[config.mk]
export PLATFORM = sky130hd
export DESIGN_NAME = set_membership_table
export DESIGN_NICKNAME = d
export VERILOG_FILES = /design/src/rtl/smt_pkg.sv /design/src/rtl/smt_front.sv /design/src/rtl/smt_back.sv /design/src/rtl/set_membership_table.sv
export SDC_FILE = /design/constraint.sdc
export NUM_CORES = 1
export LEC_CHECK = 0
export BUFFER_PORTS_ARGS = -buffer_cell sky130_fd_sc_hd__buf_2
export CORE_MARGIN = 2
export CORE_UTILIZATION = 40
export DETAILED_ROUTE_END_ITERATION = 8
export RECOVER_POWER = 100
export SKIP_LAST_GASP = 1
export SYNTH_ARGS = -nofsm -noshare
export SYNTH_HDL_FRONTEND = slang
export SYNTH_SLANG_ARGS = --single-unit
[constraint.sdc]
create_clock -name clk -period 12.8 [get_ports clk]
set_input_delay 2.56 -clock clk [delete_from_list [all_inputs] [get_ports clk]]
set_output_delay 2.56 -clock clk [all_outputs]
set_load 0.05 [all_outputs]
[src/rtl/smt_pkg.sv]
// Shared types and codes for the set membership table.
`timescale 1ns / 1ps
`default_nettype none

package smt_pkg;

    // Request kind codes as they arrive on the request port
    localparam logic [1:0] KIND_INSERT   = 2'd0;
    localparam logic [1:0] KIND_REMOVE   = 2'd1;
    localparam logic [1:0] KIND_CONTAINS = 2'd2;
    localparam logic [1:0] KIND_POP      = 2'd3;

    // Result status codes
    localparam logic [1:0] ST_OK    = 2'd0;
    localparam logic [1:0] ST_FULL  = 2'd1;
    localparam logic [1:0] ST_EMPTY = 2'd2;

    // Operation as classified by the front end
    typedef enum logic [1:0] {
        OP_INSERT,
        OP_REMOVE,
        OP_CONTAINS,
        OP_POP
    } op_t;

    // Request payload
    typedef struct packed {
        logic [1:0]         kind;
        logic signed [31:0] item_value;
    } req_t;

    // Result payload
    typedef struct packed {
        logic               found;
        logic signed [31:0] popped_value;
        logic [4:0]         entry_count;
        logic [1:0]         status;
    } rsp_t;

    // Queue entry between front end and execution engine
    typedef struct packed {
        op_t                op;
        logic signed [31:0] value;
    } q_item_t;

    // Execution engine states
    typedef enum logic [2:0] {
        BK_IDLE,
        BK_SCAN_RD,
        BK_SCAN_CMP,
        BK_SHIFT_RD,
        BK_SHIFT_WR,
        BK_POP_DONE
    } back_state_t;

endpackage

`default_nettype wire

[src/rtl/smt_front.sv]
// Front end: accepts requests, classifies them and queues them for the engine.
`timescale 1ns / 1ps
`default_nettype none

module smt_front (
    input  wire logic             clk,
    input  wire logic             rst_n,
    input  wire logic             start,
    input  wire smt_pkg::req_t    req,
    output logic                  busy,
    output logic                  q_valid,
    output smt_pkg::q_item_t      q_item,
    input  wire logic             q_pop
);

    smt_pkg::q_item_t slot_reg [2];
    logic [1:0]       fill_reg, fill_next;
    logic             wr_ptr_reg, wr_ptr_next;
    logic             rd_ptr_reg, rd_ptr_next;
    logic             push;
    smt_pkg::q_item_t new_item;

    // Classify the incoming request
    always_comb
    begin
        new_item.value = req.item_value;
        case (req.kind)
            smt_pkg::KIND_INSERT:   new_item.op = smt_pkg::OP_INSERT;
            smt_pkg::KIND_REMOVE:   new_item.op = smt_pkg::OP_REMOVE;
            smt_pkg::KIND_CONTAINS: new_item.op = smt_pkg::OP_CONTAINS;
            smt_pkg::KIND_POP:      new_item.op = smt_pkg::OP_POP;
            default:                new_item.op = smt_pkg::OP_CONTAINS;
        endcase
    end

    // Two-entry queue control
    assign busy    = (fill_reg == 2'd2);
    assign push    = start && !busy;
    assign q_valid = (fill_reg != 2'd0);
    assign q_item  = slot_reg[rd_ptr_reg];

    always_comb
    begin
        wr_ptr_next = wr_ptr_reg;
        rd_ptr_next = rd_ptr_reg;
        fill_next   = fill_reg;
        if (push)
        begin
            wr_ptr_next = !wr_ptr_reg;
        end
        if (q_pop && q_valid)
        begin
            rd_ptr_next = !rd_ptr_reg;
        end
        case ({push, q_pop && q_valid})
            2'b10:   fill_next = fill_reg + 2'd1;
            2'b01:   fill_next = fill_reg - 2'd1;
            default: fill_next = fill_reg;
        endcase
    end

    always_ff @(posedge clk or negedge rst_n)
    begin
        if (!rst_n)
        begin
            fill_reg   <= 2'd0;
            wr_ptr_reg <= 1'b0;
            rd_ptr_reg <= 1'b0;
        end
        else
        begin
            fill_reg   <= fill_next;
            wr_ptr_reg <= wr_ptr_next;
            rd_ptr_reg <= rd_ptr_next;
        end
    end

    // Queue payload
    always_ff @(posedge clk)
    begin
        if (push)
        begin
            slot_reg[wr_ptr_reg] <= new_item;
        end
    end

endmodule

`default_nettype wire

[src/rtl/smt_back.sv]
// Execution engine: entry store, scan, shift-down and pop sequencer.
`timescale 1ns / 1ps
`default_nettype none

module smt_back #(
    parameter int CAPACITY = 16
) (
    input  wire logic              clk,
    input  wire logic              rst_n,
    input  wire logic              q_valid,
    input  wire smt_pkg::q_item_t  q_item,
    output logic                   q_pop,
    output logic                   done,
    output smt_pkg::rsp_t          rsp
);

    localparam int AW = $clog2(CAPACITY);
    localparam int CW = $clog2(CAPACITY + 1);
    localparam logic [CW-1:0] FULL_COUNT = CW'(CAPACITY);

    smt_pkg::back_state_t state_reg, state_next;
    smt_pkg::op_t         op_reg, op_next;
    logic signed [31:0]   val_reg, val_next;
    logic [CW-1:0]        idx_reg, idx_next;
    logic [CW-1:0]        count_reg, count_next;
    logic                 done_reg, done_next;
    smt_pkg::rsp_t        rsp_reg, rsp_next;

    // Entry store
    logic [31:0]   mem [CAPACITY];
    logic [31:0]   rdata_reg;
    logic          rd_en, wr_en;
    logic [AW-1:0] rd_addr, wr_addr;
    logic [31:0]   wr_data;

    logic          hit;
    logic [CW:0]   idx_p1, idx_p2, count_x;
    logic [CW-1:0] count_m1;

    assign hit      = (rdata_reg == val_reg);
    assign idx_p1   = {1'b0, idx_reg} + 1'b1;
    assign idx_p2   = {1'b0, idx_reg} + 2'd2;
    assign count_x  = {1'b0, count_reg};
    assign count_m1 = count_reg - 1'b1;

    // Next state
    always_comb
    begin
        state_next = state_reg;
        case (state_reg)
            smt_pkg::BK_IDLE:
            begin
                if (q_valid)
                begin
                    if (q_item.op == smt_pkg::OP_POP)
                    begin
                        state_next = (count_reg == '0) ? smt_pkg::BK_IDLE
                                                       : smt_pkg::BK_POP_DONE;
                    end
                    else
                    begin
                        state_next = smt_pkg::BK_SCAN_RD;
                    end
                end
            end
            smt_pkg::BK_SCAN_RD:
            begin
                state_next = (idx_reg == count_reg) ? smt_pkg::BK_IDLE
                                                    : smt_pkg::BK_SCAN_CMP;
            end
            smt_pkg::BK_SCAN_CMP:
            begin
                if (hit)
                begin
                    state_next = (op_reg == smt_pkg::OP_REMOVE && idx_p1 < count_x)
                                 ? smt_pkg::BK_SHIFT_RD : smt_pkg::BK_IDLE;
                end
                else
                begin
                    state_next = smt_pkg::BK_SCAN_RD;
                end
            end
            smt_pkg::BK_SHIFT_RD:
            begin
                state_next = smt_pkg::BK_SHIFT_WR;
            end
            smt_pkg::BK_SHIFT_WR:
            begin
                state_next = (idx_p2 < count_x) ? smt_pkg::BK_SHIFT_RD
                                                : smt_pkg::BK_IDLE;
            end
            smt_pkg::BK_POP_DONE:
            begin
                state_next = smt_pkg::BK_IDLE;
            end
            default:
            begin
                state_next = smt_pkg::BK_IDLE;
            end
        endcase
    end

    // Datapath, store access and result
    always_comb
    begin
        op_next    = op_reg;
        val_next   = val_reg;
        idx_next   = idx_reg;
        count_next = count_reg;
        done_next  = 1'b0;
        rsp_next   = rsp_reg;
        q_pop      = 1'b0;
        rd_en      = 1'b0;
        rd_addr    = idx_reg[AW-1:0];
        wr_en      = 1'b0;
        wr_addr    = idx_reg[AW-1:0];
        wr_data    = rdata_reg;
        case (state_reg)
            smt_pkg::BK_IDLE:
            begin
                if (q_valid)
                begin
                    q_pop    = 1'b1;
                    op_next  = q_item.op;
                    val_next = q_item.value;
                    idx_next = '0;
                    if (q_item.op == smt_pkg::OP_POP)
                    begin
                        if (count_reg == '0)
                        begin
                            done_next             = 1'b1;
                            rsp_next.found        = 1'b0;
                            rsp_next.popped_value = '0;
                            rsp_next.status       = smt_pkg::ST_EMPTY;
                        end
                        else
                        begin
                            rd_en   = 1'b1;
                            rd_addr = count_m1[AW-1:0];
                        end
                    end
                end
            end
            smt_pkg::BK_SCAN_RD:
            begin
                if (idx_reg == count_reg)
                begin
                    // value absent
                    done_next             = 1'b1;
                    rsp_next.found        = 1'b0;
                    rsp_next.popped_value = '0;
                    rsp_next.status       = smt_pkg::ST_OK;
                    if (op_reg == smt_pkg::OP_INSERT)
                    begin
                        if (count_reg == FULL_COUNT)
                        begin
                            rsp_next.status = smt_pkg::ST_FULL;
                        end
                        else
                        begin
                            wr_en      = 1'b1;
                            wr_addr    = count_reg[AW-1:0];
                            wr_data    = val_reg;
                            count_next = count_reg + 1'b1;
                        end
                    end
                end
                else
                begin
                    rd_en = 1'b1;
                end
            end
            smt_pkg::BK_SCAN_CMP:
            begin
                if (hit)
                begin
                    if (!(op_reg == smt_pkg::OP_REMOVE && idx_p1 < count_x))
                    begin
                        done_next             = 1'b1;
                        rsp_next.found        = 1'b1;
                        rsp_next.popped_value = '0;
                        rsp_next.status       = smt_pkg::ST_OK;
                        if (op_reg == smt_pkg::OP_REMOVE)
                        begin
                            count_next = count_m1;
                        end
                    end
                end
                else
                begin
                    idx_next = idx_p1[CW-1:0];
                end
            end
            smt_pkg::BK_SHIFT_RD:
            begin
                rd_en   = 1'b1;
                rd_addr = idx_p1[AW-1:0];
            end
            smt_pkg::BK_SHIFT_WR:
            begin
                // move the next entry down one slot
                wr_en    = 1'b1;
                idx_next = idx_p1[CW-1:0];
                if (!(idx_p2 < count_x))
                begin
                    count_next            = count_m1;
                    done_next             = 1'b1;
                    rsp_next.found        = 1'b1;
                    rsp_next.popped_value = '0;
                    rsp_next.status       = smt_pkg::ST_OK;
                end
            end
            smt_pkg::BK_POP_DONE:
            begin
                count_next            = count_m1;
                done_next             = 1'b1;
                rsp_next.found        = 1'b0;
                rsp_next.popped_value = rdata_reg;
                rsp_next.status       = smt_pkg::ST_OK;
            end
            default:
            begin
                done_next = 1'b0;
            end
        endcase
        if (done_next)
        begin
            rsp_next.entry_count = 5'(count_next);
        end
    end

    // Control registers
    always_ff @(posedge clk or negedge rst_n)
    begin
        if (!rst_n)
        begin
            state_reg <= smt_pkg::BK_IDLE;
            count_reg <= '0;
            done_reg  <= 1'b0;
        end
        else
        begin
            state_reg <= state_next;
            count_reg <= count_next;
            done_reg  <= done_next;
        end
    end

    // Payload registers
    always_ff @(posedge clk)
    begin
        op_reg  <= op_next;
        val_reg <= val_next;
        idx_reg <= idx_next;
        rsp_reg <= rsp_next;
    end

    // Store: one write port, one registered read port
    always_ff @(posedge clk)
    begin
        if (wr_en)
        begin
            mem[wr_addr] <= wr_data;
        end
        if (rd_en)
        begin
            rdata_reg <= mem[rd_addr];
        end
    end

    assign done = done_reg;
    assign rsp  = rsp_reg;

endmodule

`default_nettype wire

[src/rtl/set_membership_table.sv]
// Top level of the set membership table.
//
// A store of up to CAPACITY distinct 32-bit signed values with insert,
// remove, contains and remove-one (pop of the highest used slot).
// Request channel: start with req; a request is taken at a clock edge where
// start is high and busy is low. A two-entry queue sits behind the port, so
// busy only rises when two requests are waiting for the engine.
// Result channel: done is high for exactly one cycle with rsp; the receiver
// cannot stall it. Every request gives exactly one result, in order.
// Engine steps, from acceptance to done, with n entries held:
//   contains / insert: a read and a compare per entry scanned, up to a hit
//     or, when the value is absent, past all n entries
//   remove: scan as above plus a read and a write per entry shifted down
//   remove-one: a read of the highest used slot, none on an empty store
// The split into steps comes from the entry store's registered read: each
// scanned entry costs a read and a compare, each shifted entry a read and a write.
// Requests are worked one at a time by the engine, in order of acceptance.
// Reset clears the entry count and the queue; entry contents are not cleared.
`timescale 1ns / 1ps
`default_nettype none

module set_membership_table #(
    parameter int CAPACITY = 16
) (
    input  wire logic           clk,
    input  wire logic           rst_n,
    input  wire logic           start,
    input  wire smt_pkg::req_t  req,
    output logic                busy,
    output logic                done,
    output smt_pkg::rsp_t       rsp
);

    logic             q_valid;
    logic             q_pop;
    smt_pkg::q_item_t q_item;

    smt_front u_front (
        .clk     (clk),
        .rst_n   (rst_n),
        .start   (start),
        .req     (req),
        .busy    (busy),
        .q_valid (q_valid),
        .q_item  (q_item),
        .q_pop   (q_pop)
    );

    smt_back #(
        .CAPACITY (CAPACITY)
    ) u_back (
        .clk     (clk),
        .rst_n   (rst_n),
        .q_valid (q_valid),
        .q_item  (q_item),
        .q_pop   (q_pop),
        .done    (done),
        .rsp     (rsp)
    );

    // A dropped insert only happens on a full store and never on a hit
    a_full_status: assert property (@(posedge clk) disable iff (!rst_n)
        done && rsp.status == smt_pkg::ST_FULL
        |-> !rsp.found && rsp.entry_count == 5'(CAPACITY))
        else $error("full status without a full store");

    // Popping an empty store leaves it empty and returns zero
    a_empty_pop: assert property (@(posedge clk) disable iff (!rst_n)
        done && rsp.status == smt_pkg::ST_EMPTY
        |-> rsp.entry_count == 5'd0 && rsp.popped_value == 32'sd0 && !rsp.found)
        else $error("empty status with entries held");

    // A hit always completes with ok status
    a_found_ok: assert property (@(posedge clk) disable iff (!rst_n)
        done && rsp.found |-> rsp.status == smt_pkg::ST_OK)
        else $error("found result with error status");

endmodule

`default_nettype wire
### Yosys cells after proc, flatten, opt, wreduce, memory -nomap -nowiden

Memory sizes are Yosys's and may differ from the RTL's. A register that Yosys moved wholly into a read port is not among the register bits.
Cells that the tools add are included.

* bits in registers: 92
* bits in writable memories: 580
* input port bits: 37
* output and inout port bits: 42
* word-level logic and storage cells: 138
* memories: 2

* add/subtract/negate cells: 6
* $lt $le $gt $ge: 2
* equal/unequal tests: 24
* muxes and demuxes: 74
* reductions and logical operators: 17

Memory list
* u_back.mem: depth 16, width 32, read ports 1, clocked after Yosys merged registers in 1, write ports 1, RTL line smt_back.sv:30 `logic [31:0] mem [CAPACITY];`
* u_front.slot_reg: depth 2, width 34, read ports 1, clocked after Yosys merged registers in 0, write ports 1, RTL line smt_front.sv:16 `smt_pkg::q_item_t slot_reg [2];`

Operators by type and width (number)
* 33-bit two-way mux: 7
* 33-bit case mux with 5 select lines: 1
* 32-bit two-way mux: 4
* 5-bit two-way mux: 9
* 32-bit equality test: 1
* 4-bit two-way mux: 7
* 2-bit two-way mux: 11
* 1-bit two-way mux: 21
* 5-bit case mux with 4 select lines: 1
* 3-bit case mux with 5 select lines: 1
* 5-bit case mux with 3 select lines: 1
* 6-bit by 5-bit < comparator with 1-bit output: 2
* 3-bit two-way mux: 4
* 2-bit equality test, second input constant: 5
* 2-bit case mux with 5 select lines: 1
* 2-bit by 1-bit inequality test with 1-bit output, second input constant: 4
* 2-bit inequality test, second input constant: 4
* 2-bit case mux with 4 select lines: 1
* 4-bit case mux with 2 select lines: 1
* 8-bit AND reduction: 1
* 5-bit by 1-bit adder with 6-bit output, second input constant: 1
* 5-bit by 2-bit adder with 6-bit output, second input constant: 1
* 2-bit by 1-bit equality test with 1-bit output, second input constant: 3
* 3-bit by 2-bit equality test with 1-bit output, second input constant: 2
* 22 further kinds: 29

### Depth between registers and ports, before layout

* depth in word-level cells: 7
* depth in mapped cells: 14
* depth with buffers taken out: 10

### Modules after synthesis

Synthesis repeated with hierarchy kept, for this count alone.

* cells, all modules: 1874
* area total of the unflattened synthesis: 28033.1 um^2

By module, submodules not included
* smt_back: instances 1, cells each 1748, area each 25356.8 um^2
* smt_front: instances 1, cells each 126, area each 2676.3 um^2

### Worst setup path after synthesis

Ideal clock, no wire load.

* kind: flip-flop to flip-flop
* from: register u_back.count_reg[1]
* to: memory u_back.mem[3][0], enable pin
* setup time: 0.461 ns
* arrival: 4.200 ns
* data required time: 12.339 ns
* path slack: 8.139 ns
* cell stages (with the launch flop): 9
* period minus slack after synthesis: 4.661 ns
* cells stage by stage: dfrtp_1 -> inv_1 -> ha_1 -> nand2b_1 -> nor4_1 -> nand3_1 -> inv_1 -> a32oi_1 -> nor3_1

* longest elaborated chain between the ends: 7
* elaborated cells between the ends (all ways): 12
* classes of those cells: 2 x eq/ne; 10 x mux

RTL lines
* start, declared: RTL line smt_back.sv:25 `logic [CW-1:0] count_reg, count_next;`
* start signal, assigned: RTL line smt_back.sv:244 `count_reg <= count_next;`
* 5-bit equality test: RTL line smt_back.sv:155 `if (count_reg == FULL_COUNT)`
* 1-bit two-way mux: RTL line smt_back.sv:155
* 1-bit two-way mux: RTL line smt_back.sv:153 `if (op_reg == smt_pkg::OP_INSERT)`
* 1-bit two-way mux: RTL line smt_back.sv:146 `if (idx_reg == count_reg)`
* 1-bit case mux with 2 select lines: RTL line smt_back.sv:118 `case (state_reg)`
* 1-bit two-way mux: RTL line smt_back.sv:261 `if (wr_en)`
* 1-bit two-way mux (implied by the code): RTL line smt_back.sv:263 `mem[wr_addr] <= wr_data;`
* end, declared: RTL line smt_back.sv:30

Parallel ways exist; a longest one is shown, timed or not.

### Worst setup path after layout

* from: register u_front.rd_ptr_reg
* to: register u_back.rdata_reg[11] (read register of u_back.mem) (data pin)

* longest elaborated chain between the ends: 5
* elaborated cells between the ends (all ways): 8
* classes of those cells: 1 x eq/ne; 6 x mux; 1 x memory

RTL lines
* start, declared: RTL line smt_front.sv:19 `logic rd_ptr_reg, rd_ptr_next;`
* start signal, assigned: RTL line smt_front.sv:74 `rd_ptr_reg <= rd_ptr_next;`
* memory 2 x 34 bit *
* 2-bit equality test *: RTL line smt_back.sv:127 `if (q_item.op == smt_pkg::OP_POP)`
* 1-bit two-way mux / 4-bit two-way mux (equally long branches): RTL line smt_back.sv:127
* 1-bit two-way mux / 4-bit two-way mux (equally long branches): RTL line smt_back.sv:121 `if (q_valid)`
* 1-bit case mux with 3 select lines / 4-bit case mux with 2 select lines (equally long branches): RTL line smt_back.sv:118
* end, declared: RTL line smt_back.sv:31 `logic [31:0] rdata_reg;`

Mark *: on every way between the ends. The rest lies on a longest branch, timed or not.
A chain may end at the register's enable or synchronous reset.

==> run metrics <==
Reg-to-Reg End u_back.rdata_reg[11]$_DFFE_PP_; RSZ-0062 raised after global routing false; Synth async-reset ratio 1.85%; hold path startpoint u_front.wr_ptr_reg$_DFFE_PN0P_; non-filler cells, final 2738; Synth Area in Simple Gates 4.13%; most frequent cells in the layout edfxtp_1, mux2i_1, clkbuf_1, clkbuf_16, nor2_1; Yosys warnings 0; clk_lat worst skew 610 ps; post-CTS setup buffer count 0; max FFs per register 512; Via density 5.54; Yosys reg bits 704; dpl cells 2609; worst-path fanout max 58; R2R Path Start u_front.rd_ptr_reg$_DFFE_PN0P_; Die ar. 73300 sq um; Nets 1795; post-synthesis adder-cell area fraction 0.704%; crit path DAT 8120 ps; post-synthesis xor/xnor area fraction 1.51%; WS Path Type register to register; WHS Path Cells 1; Antenna Nets Post-Route 0; TritonCTS Sinks 704; n_diodes 0; outcome complete, but fails checks; main combinational cell family by area after synthesis multiplexers; hold slack 494 ps; cts-stage hold buffer count 0; element type at the critical path start register; routed len/inst 24.9 um; core area 70300 sq um; Total GRT Usage 18.4%; failing checks capacitance limit, slew limit; Post-synth EDFFs 691; dpl hpwl 40200 um; # port buffers 78; Worst Hold End u_front.wr_ptr_reg$_DFFE_PN0P_; class of the worst hold path register to register; Via Count 15200; Num CTS Buffers 71; first-pass GRT wire length 101000 um; Routability Congestion 0.822; final setup TNS 0 ps; clock tree from TritonCTS yes; minimum clock period after layout 7840 ps; f_max 128 MHz; drt pass-1 iters 5; CTS resizes 0; Pleak 10.8 nW; VDD IR max 165 uV; fraction of layout cells with a size suffix above 1 10.6%; H-tree depth 3; Root Buffer clkbuf_16; Seq/Total Area, Yosys 74.1%; Detailed Route WL 68100 um; Final Instance Area 31900 sq um; gr ovfl total 0; Clock Tree Buf Depth 3; Max-slew headroom -169%; Worst Clk Skew 23.1 ps; largest net degree at the start of global routing 59; Iter 0 DRT Violations 1244; CP required 13080 ps; Rows 97; initial antenna violation count 0; Area after DPL 29900 sq um; Die Y 271 um; DRC viols 0; Worst setup EP type register; Synth Area per Inst 17.1 sq um; final slew viol count 874; Max Cap Viol 25; Synth Instances 1668; Syn-to-layout area delta 12.1%; vias in the first global route 15300; Synth Area in Compound Gates 7.31%; Post-Syn Area 28400 sq um; final worst-path cycle share 61.3%; width of the chip 271 um; Netlist cell types 66; mux contribution to synthesized area 9.91%; syn_nets 1721; PwrDens 280 nW/um^2; Final Core Density 45.4%; clk slew on worst S/H paths 60 ps; Least-Margin Pin Slew 4030 ps; final setup fails 0; Starting Density 40.5%; Hold Fails Final Rpt 0; Top Ports 79; R2R Setup Slk 4960 ps; leading cell type in the layout, fill and taps excluded edfxtp_1; Main synth FF type edfxtp_1; R2R depth 9
power breakdown:
| part | internal (mW) | leakage, nW | switching (mW) |
|---|---|---|---|
| Combinational | 1.08 | 3.26 | 2.31 |
| Clock | 1.14 | 1.09 | 0.854 |
| Sequential | 3.29 | 6.45 | 0.254 |
| Total | 5.51 | 10.8 | 3.42 |
logic make-up after synthesis:
kind of cell	count (synthesis)
muxes	247
buffers and inverters	149
DFF	704
AOI/OAI and AO/OA	277
adders and majority gates	16
xor gates and xnor gates	49
and+or+nand+nor	226
cell type report:
type	count	area, sq um
tap	940	1180
fill	6043	38400
clock inverter	41	324
sequential	704	21100
timing repair buffer	101	442
multi-input combinational	815	6780
inverter	49	184
clock buffer	88	1900
critical path, cell delays in order (launching register included):
cell and delay [ps]:
dfrtp_1 320, clkbuf_1 1450, nand3_1 430, a21o_1 370
o211ai_1 330, and2_4 470, clkbuf_1 2850, a21o_1 370
a21oi_1 50, o311ai_0 810
how the worst max path moves through the flow:
stage,start,end,slack [ps]
finish,u_front.rd_ptr_reg$_DFFE_PN0P_,u_back.rdata_reg[11]$_DFFE_PP_,4960
global route,u_front.rd_ptr_reg$_DFFE_PN0P_,u_back.rdata_reg[8]$_DFFE_PP_,4190
CTS,u_back.state_reg[1]$_DFFE_PN0P_,u_back.rdata_reg[16]$_DFFE_PP_,7640
detailed placement,u_back.state_reg[1]$_DFFE_PN0P_,u_back.rdata_reg[16]$_DFFE_PP_,7680
global placement,u_back.state_reg[1]$_DFFE_PN0P_,u_back.rdata_reg[16]$_DFFE_PP_,7770
floorplan,u_back.count_reg[1]$_DFF_PN0_,u_back.mem[3][0]$_DFFE_PP_,8140
stage by stage:
stage	total power [mW]	setup slack (ps)
global placement	6.97	7770
finish	8.93	4960
detailed placement	7.03	7680
global route	9.34	4190
CTS	9.03	7640
floorplan	5.85	8140
synthesized netlist by cell type, drive strengths merged (2+ instances only):
cell	number	share of area, %
a22oi	3	0.079
xor2	39	1.2
o31a	2	0.062
mux2	67	2.7
nor3	13	0.25
xnor2	10	0.31
a41oi	12	0.37
nand4	24	0.53
o21ai	50	0.88
o221ai	21	0.65
buf	37	0.86
nand3b	2	0.097
nor4	10	0.22
o32ai	21	0.65
and3	3	0.066
nand3	8	0.14
a21oi	45	0.80
nand2	36	0.48
inv	49	0.65
a32oi	2	0.062
a211o	4	0.12
o31ai	2	0.10
ha	16	0.70
o311ai	11	0.34
a2bb2oi	22	0.68
a221o	14	0.49
edfxtp	691	73
nor2b	3	0.066
mux4	21	1.7
and2	38	0.84
clkbuf	63	0.83
a21o	22	0.61
a211oi	2	0.070
o211ai	3	0.079
nand2b	9	0.20
dfrtp	13	1.1
o2111ai	34	1.0
mux2i	159	5.6
nor2	74	1.0
layer usage:
metal	track usage, %	wire length (um)	vias up	share of wire [%]
li1	-	-	6772	-
met1	24.1	28400	7796	42
met2	30.5	33100	475	49
met3	3.92	4400	113	6.5
met4	6.51	2210	0	3.2
met5	0	0	-	0
No activity file was read; power rests on OpenSTA's default activity.
